## src/design/brt_pkg.sv

```systemverilog
// Package for the binary trie route table: shared constants, controller state,
// response kinds and the command and status bundles between controller and datapath.
// No dependencies.
package brt_pkg;

   localparam int ROUTES_DEF = 256;
   localparam int NODES_DEF  = 8192;
   localparam int ADDR_W     = 32;
   localparam int LEN_W      = 6;
   localparam logic [LEN_W-1:0] MAX_DEPTH = 6'd32;

   // Operation codes of a request item
   localparam logic OP_INSERT = 1'b0;
   localparam logic OP_LOOKUP = 1'b1;

   typedef enum logic [2:0] {
      ST_IDLE,
      ST_WALK,
      ST_CHECK,
      ST_COST,
      ST_ALLOC,
      ST_SET,
      ST_FETCH,
      ST_RESP
   } state_type;

   typedef enum logic [1:0] {
      RESP_FULL,
      RESP_ACCEPT,
      RESP_REJECT,
      RESP_LOOKUP
   } resp_kind_type;

   typedef struct packed {
      logic          start;
      logic          walk;
      logic          alloc;
      logic          set_route;
      logic          replace;
      logic          load_rsp;
      resp_kind_type kind;
   } ctrl_cmd_type;

   typedef struct packed {
      logic is_lookup;
      logic walk_done;
      logic found_now;
      logic full;
      logic at_end;
      logic has_route;
      logic alloc_last;
      logic cheaper;
      logic out_free;
   } dp_status_type;

endpackage

```

## src/design/brt_ctrl.sv

```systemverilog
// Controller of the route table: sequences walk, pool check, metric compare, allocation,
// route write and response. Depends on brt_pkg.
module brt_ctrl (
   input  logic                   clock,
   input  logic                   reset,
   input  logic                   req_valid,
   output logic                   idle,
   input  brt_pkg::dp_status_type status,
   output brt_pkg::ctrl_cmd_type  cmd
);

   brt_pkg::state_type     state_ff, state_in;
   brt_pkg::resp_kind_type kind_ff, kind_in;

   // State and response kind registers
   always_ff @(posedge clock) begin
      if (reset) begin
         state_ff <= brt_pkg::ST_IDLE;
         kind_ff  <= brt_pkg::RESP_REJECT;
      end else begin
         state_ff <= state_in;
         kind_ff  <= kind_in;
      end
   end

   // Next state and commands
   always_comb begin
      state_in = state_ff;
      kind_in  = kind_ff;
      cmd      = '0;
      cmd.kind = kind_ff;
      idle     = 1'b0;
      unique case (state_ff)
         brt_pkg::ST_IDLE: begin
            idle      = 1'b1;
            cmd.start = req_valid;
            if (req_valid) state_in = brt_pkg::ST_WALK;
         end
         brt_pkg::ST_WALK: begin
            cmd.walk = 1'b1;
            if (status.walk_done) begin
               if (status.is_lookup) begin
                  kind_in  = brt_pkg::RESP_LOOKUP;
                  state_in = status.found_now ? brt_pkg::ST_FETCH : brt_pkg::ST_RESP;
               end else begin
                  state_in = brt_pkg::ST_CHECK;
               end
            end
         end
         brt_pkg::ST_CHECK: begin
            if (status.full) begin
               kind_in  = brt_pkg::RESP_FULL;
               state_in = brt_pkg::ST_RESP;
            end else if (status.at_end && status.has_route) begin
               state_in = brt_pkg::ST_COST;
            end else if (status.at_end) begin
               state_in = brt_pkg::ST_SET;
            end else begin
               state_in = brt_pkg::ST_ALLOC;
            end
         end
         brt_pkg::ST_COST: begin
            cmd.replace = status.cheaper;
            kind_in     = status.cheaper ? brt_pkg::RESP_ACCEPT : brt_pkg::RESP_REJECT;
            state_in    = brt_pkg::ST_RESP;
         end
         brt_pkg::ST_ALLOC: begin
            cmd.alloc = 1'b1;
            if (status.alloc_last) state_in = brt_pkg::ST_SET;
         end
         brt_pkg::ST_SET: begin
            cmd.set_route = 1'b1;
            kind_in       = brt_pkg::RESP_ACCEPT;
            state_in      = brt_pkg::ST_RESP;
         end
         brt_pkg::ST_FETCH: begin
            state_in = brt_pkg::ST_RESP;
         end
         brt_pkg::ST_RESP: begin
            if (status.out_free) begin
               cmd.load_rsp = 1'b1;
               state_in     = brt_pkg::ST_IDLE;
            end
         end
         default: state_in = brt_pkg::ST_IDLE;
      endcase
   end

endmodule

```

## config.mk

```make
export PLATFORM = sky130hd
export DESIGN_NAME = brt_ctrl
export DESIGN_NICKNAME = d
export VERILOG_FILES = /design/src/design/brt_pkg.sv /design/src/design/brt_ctrl.sv
export SDC_FILE = /design/constraint.sdc
export NUM_CORES = 1
export LEC_CHECK = 0
export BUFFER_PORTS_ARGS = -buffer_cell sky130_fd_sc_hd__buf_2
export CAP_MARGIN = 5
export CORE_AREA = 2 2 39 41
export DETAILED_ROUTE_END_ITERATION = 10
export DIE_AREA = 0 0 41 43
export SETUP_SLACK_MARGIN = 0.5
export SYNTH_ARGS = -nofsm -noshare
export SYNTH_HDL_FRONTEND = slang
export SYNTH_SLANG_ARGS = --single-unit
```

## constraint.sdc

```tcl
create_clock -name clock -period 1.9 [get_ports clock]
set_input_delay 0.095 -clock clock [delete_from_list [all_inputs] [get_ports clock]]
set_output_delay 0.095 -clock clock [all_outputs]
set_load 0.02 [all_outputs]
```

==> metrics.yaml, run 1 <==
run_status:
  outcome: "finished, final reports clean"
timing:
  fin_crit_ns: 1.28
  hold_viol: 0
  skew_ns: 0.00110
  period_share_pct: 67.2
  slew_headroom_pct: 75.1
  fmax_ghz: 0.783
  setup_tns_ns: 0
  rsz0062_at_grt: "false"
  tightest_slew_ns: 0.363
  whs_ns: 0.0988
  finalMaxSlewViolations: 0
  finalSetupViolCount: 0
detailed_routing:
  wl_per_cell_microns: 11.4
  ant_nets: 0
  first_pass_iters: 4
  drc_errors: 0
  vias: 437
  wl_microns: 949
  vias_per_cell: 5.27
  drt_iter0_markers: 9
worst_setup_path:
  critical_path_required_ns: 1.80
  critPathMaxFanout: 15
  regToRegSetupSlack_ns: 0.63
  crit_arrival_ns: 1.18
  start_kind: "register"
  endpoint_kind: "primary output"
  path_class: "reg -> out"
synthesis:
  netlist_instances: 47
  synth_fp_nets: 59
  ys_seq_area_share_pct: 24.7
  yosysWarnings: 0
  ys_ff_latch: 5
  syn_area_per_cell_sq_um: 8.63
  synth_cell_types: 24
  syn_area_sq_um: 405
clocking:
  htreeDepth: 1
  cts_setup_buffers: 0
  cts_root_buf: "clkbuf_4"
  clock_latency_ns: 0.24
  numCtsBuffers: 3
  clkTransAtPathRegs_ns: 0.05
  clockBufferDepth: 2
  clock-sinks: 5
  tritoncts: "built"
  cts_hold_buf: 0
run:
  cap_violations: 0
hold_path:
  hold_class: "in -> reg"
power_and_ir_drop:
  power_leakage_nw: 0.229
  p_int_uw: 386
  peakVddDrop_mv: 0.465
  p_sw_uw: 327
  finalPower_uw: 713
  combPwrFrac_pct: 46.8
  clkPwrFrac_pct: 17.5
  p_sw_share_pct: 45.8
  seq_power_share_pct: 35.7
  power.density_mw_per_mm2: 1380
layout:
  syn_to_final_growth_pct: 27.8
  insertedDiodeCount: 0
  final_common_cell: "buf_2"
  fin_util_pct: 37.4
  fin_area_sq_um: 518
  mostFrequentLayoutCells: "buf_2 (20), inv_1 (4), a211o_1 (4)"
  drive_gt1_share_pct: 47.8
  nets: 80
global_routing:
  grt_pass1_vias: 323
  grt_pass1_wl_microns: 1430
  grt_max_degree: 20
  antenna_found_initial: 0
  track_usage_pct: 12.1
  grt_overflow: 0
floorplan:
  die_area_sq_mm: 0.00176
  core-area_sq_mm: 0.00138
  die_h_microns: 43
  ios: 21
  die_x_microns: 41
  row_count: 14
  initial_utilization_pct: 29.3
placed_design:
  place_area_sq_um: 483
  place.gp.congestion: 0.789
  port_buffers: 20
  hpwlAfterDp_microns: 726
[path summary, 6_finish.rpt]
kind | to | cells after the start | start
worst max-delay path | cmd[3] | 3 | state_ff[1]
worst min-delay path | state_ff[0] | 2 | reset
worst max register to register | kind_ff[1] | 3 | state_ff[2]
worst min register to register | kind_ff[0] | 2 | kind_ff[0]
[cell type report]
class	instances	area (sq um)
Multi-Input combinational cell	34	248
Fill cell	156	866
Inverter	4	15.0
Clock buffer	4	26.3
Tap cell	16	20.0
Sequential cell	5	109
Timing Repair Buffer	20	100
[repair_timing]
item / CTS / global route
endpoints found under the setup margin: 9 / 2
pin swaps: 0 / 0
endpoints found under the hold margin: 0 / 0
gates resized for setup: 3 / 2
[power by group through the flow]
stage	Sequential, mW	Combinational [mW]	Clock [mW]
CTS	0.248	0.338	0.130
global placement	0.241	0.336	0
global route	0.271	0.373	0.139
floorplan	0.188	0.351	0
detailed placement	0.245	0.338	0
finish	0.255	0.334	0.125
[sequential cells by signal, indices dropped and copies added (netlist names)]
name	flops
kind_ff	2
state_ff	3
[cell families (layout without fill, tap and decap cells)]
| family | count (synthesis) | count (layout) | synth area share (%) |
|---|---|---|---|
| AOI/OAI and AO/OA | 16 | 16 | 29.6 |
| buffers and inverters | 8 | 28 | 15.4 |
| and+or+nand+nor | 18 | 18 | 30.2 |
| DFF | 5 | 5 | 24.7 |
[per-stage QoR]
stage,setup WS [ns],std cells
finish,0.624,83
global route,0.537,83
CTS,0.535,83
detailed placement,0.433,79
global placement,0.478,79
floorplan,0.607,47
[critical path, stage by stage, from the launching register on]
cell and delay (ns):
dfxtp_4 0.43, nand2_1 0.13, nor3b_1 0.20, buf_2 0.19
[cell usage after synthesis]
master     n  area (sq um)
dfxtp_1    5           100
a211o_1    4          35.0
inv_1      4          15.0
a2111oi_0  3          26.3
a21oi_1    3          15.0
buf_6      3          33.8
a211oi_1   2          15.0
and3_2     2          15.0
and3b_2    2          20.0
nand2_1    2          7.51
nor3_1     2          10.0
nor4_1     2          12.5
o21ai_0    2          10.0
a311oi_1   1          8.76
a32o_1     1          10.0
and2_1     1          6.26
clkbuf_8   1          13.8
nand3_1    1          5.00
nor2_1     1          3.75
nor2b_1    1          6.26
nor3_2     1          10.0
nor3b_1    1          7.51
nor4b_1    1          8.76
nor4bb_1   1          10.0
[routing by layer]
metal / wire [microns] / part of all wire (%) / GRT usage (%) / vias to the layer above
li1: - / - / - / 229
met1: 453 / 48 / 18.3 / 191
met2: 431 / 45 / 14.4 / 17
met3: 63 / 6.6 / 1.57 / 0
met4: 0 / 0 / 10.0 / 0
met5: 0 / 0 / 0 / -
(Power assumes the default switching activity.)
==> inputs of run 2 (changes only) <==
Clock period 1.9 ns to 1.34 ns, I/O delays scaled along.
==> metrics.yaml, run 2 (synthesis results as in run 1) <==
run_status:
  outcome: "finished, final reports clean"
clocking:
  cts_hold_buf: 0
  clkTransAtPathRegs_ns: 0.05
  clock_latency_ns: 0.25
  tritoncts: "built"
  cts_root_buf: "clkbuf_4"
  htreeDepth: 1
  clockBufferDepth: 2
  numCtsBuffers: 3
  clock-sinks: 5
timing:
  period_share_pct: 94.6
  finalMaxSlewViolations: 0
  fmax_ghz: 0.789
  setup_tns_ns: 0
  skew_ns: 0.00390
  finalSetupViolCount: 0
  rsz0062_at_grt: "true"
  slew_headroom_pct: 71.4
  hold_viol: 0
  fin_crit_ns: 1.27
  tightest_slew_ns: 0.427
hold_path:
  min_to: "kind_ff[0]"
  hold_depth: 2
  hp-start: "reset"
  hold_class: "in -> reg"
power_and_ir_drop:
  p_int_uw: 924
  seq_power_share_pct: 19.7
  combPwrFrac_pct: 68.9
  clkPwrFrac_pct: 11.4
  finalPower_mw: 1.61
  p_sw_uw: 688
  power_leakage_nw: 0.346
  peakVddDrop_mv: 1.12
  p_sw_share_pct: 42.7
  power.density_mw_per_mm2: 1970
floorplan:
  die_h_microns: 43
  die_x_microns: 41
  ios: 21
  die_area_sq_mm: 0.00176
  initial_utilization_pct: 29.3
  core-area_sq_mm: 0.00138
  row_count: 14
layout:
  syn_to_final_growth_pct: 102
  nFillCells: 132
  top_register: "state_ff"
  largest_reg_flops: 3
  mostFrequentLayoutCells: "buf_2 (14), buf_6 (11), buf_4 (11)"
  drive_gt1_share_pct: 73.8
  reg_top3: "state_ff (3), kind_ff (2)"
  nets: 97
  final_common_cell: "buf_2"
  insertedDiodeCount: 0
  seqCellArea_sq_um: 111
  fin_area_sq_um: 820
  multiInputGateArea_sq_um: 355
detailed_routing:
  wl_per_cell_microns: 13.9
  wl_microns: 1390
  wl_met3_microns: 71
  wl_met2_microns: 660
  drc_errors: 0
  drt_iter0_markers: 2
  highest_layer: "met4"
  ant_nets: 0
  vias_per_cell: 5.37
  wl_met1_microns: 575
  vias: 537
  first_pass_iters: 4
worst_setup_path:
  r2r-start: "state_ff[1]"
  path_class: "reg -> reg"
  endpoint_kind: "register"
  critical_path_required_ns: 1.48
  start_kind: "register"
  crit_start: "state_ff[1]"
  r2r-end: "kind_ff[1]"
  r2r_cells: 4
  regToRegSetupSlack_ns: 0.07
  critPathMaxFanout: 6
  crit_arrival_ns: 1.40
global_routing:
  grt_overflow: 0
  antenna_found_initial: 0
  grt_pass1_vias: 541
  grt_max_degree: 7
  track_usage_pct: 18.8
  grt_pass1_wl_microns: 2200
placed_design:
  hpwlAfterDp_microns: 822
  place_area_sq_um: 578
  place.gp.congestion: 0.828
  port_buffers: 20
run:
  cap_violations: 0
## run 2: worst max-delay path, stage by stage, from the launching register on
cell and delay (ns):
dfxtp_4 0.39, buf_8 0.14, a211oi_4 0.05, a211o_1 0.31, a211o_1 0.26
## run 2: layout make-up
cell class / count / area share [%]
well taps: 16 / 2.44
inverters: 4 / 1.83
multi-input cells: 34 / 43.4
repair buffers: 37 / 35.6
clock buffers: 4 / 3.21
flip-flops and latches: 5 / 13.6
## run 2: worst max path at each step
stage,endpoint,depth (start not counted)
6_report,kind_ff[1],4
5_1_grt,kind_ff[1],4
4_1_cts,cmd[7],4
3_5_place_dp,kind_ff[1],3
3_3_place_gp,kind_ff[1],3
2_1_floorplan,kind_ff[1],3
## run 2: metal layers
metal  global-route usage [%]  vias up
li1                         -      255
met1                     21.2      247
met2                     27.8       25
met3                     2.09       10
met4                     18.7        0
met5                        0        -
## run 2: metrics by stage
stage / util [%] / std cells / hold WS (ns) / worst slack, ns
finish: 59.2 / 100 / 0.0795 / 0.0724
global route: 59.2 / 100 / 0.0820 / 0.0327
CTS: 56.1 / 99 / 0.0628 / 0.101
detailed placement: 41.8 / 85 / 0.329 / 0.0946
global placement: 41.8 / 85 / 0.320 / 0.113
floorplan: - / 47 / 0.132 / 0.262
## run 2: power groups by stage
stage,logic [mW],registers (mW),clock network [mW]
after floorplan,0.584,0.273,0
after global placement,0.690,0.319,0
after detailed placement,0.691,0.322,0
after CTS,1.02,0.311,0.186
after global routing,1.20,0.327,0.194
final,1.11,0.317,0.183
## run 2: repair_timing
| item | in CTS | in global routing |
|---|---|---|
| pin swaps | 12 | 4 |
| buffers inserted | 10 | 1 |
| endpoints found under the setup margin | 12 | 12 |
| cloned | 0 | 0 |
| gates resized for setup | 29 | 9 |
| hold endpoints to repair | 0 | 0 |
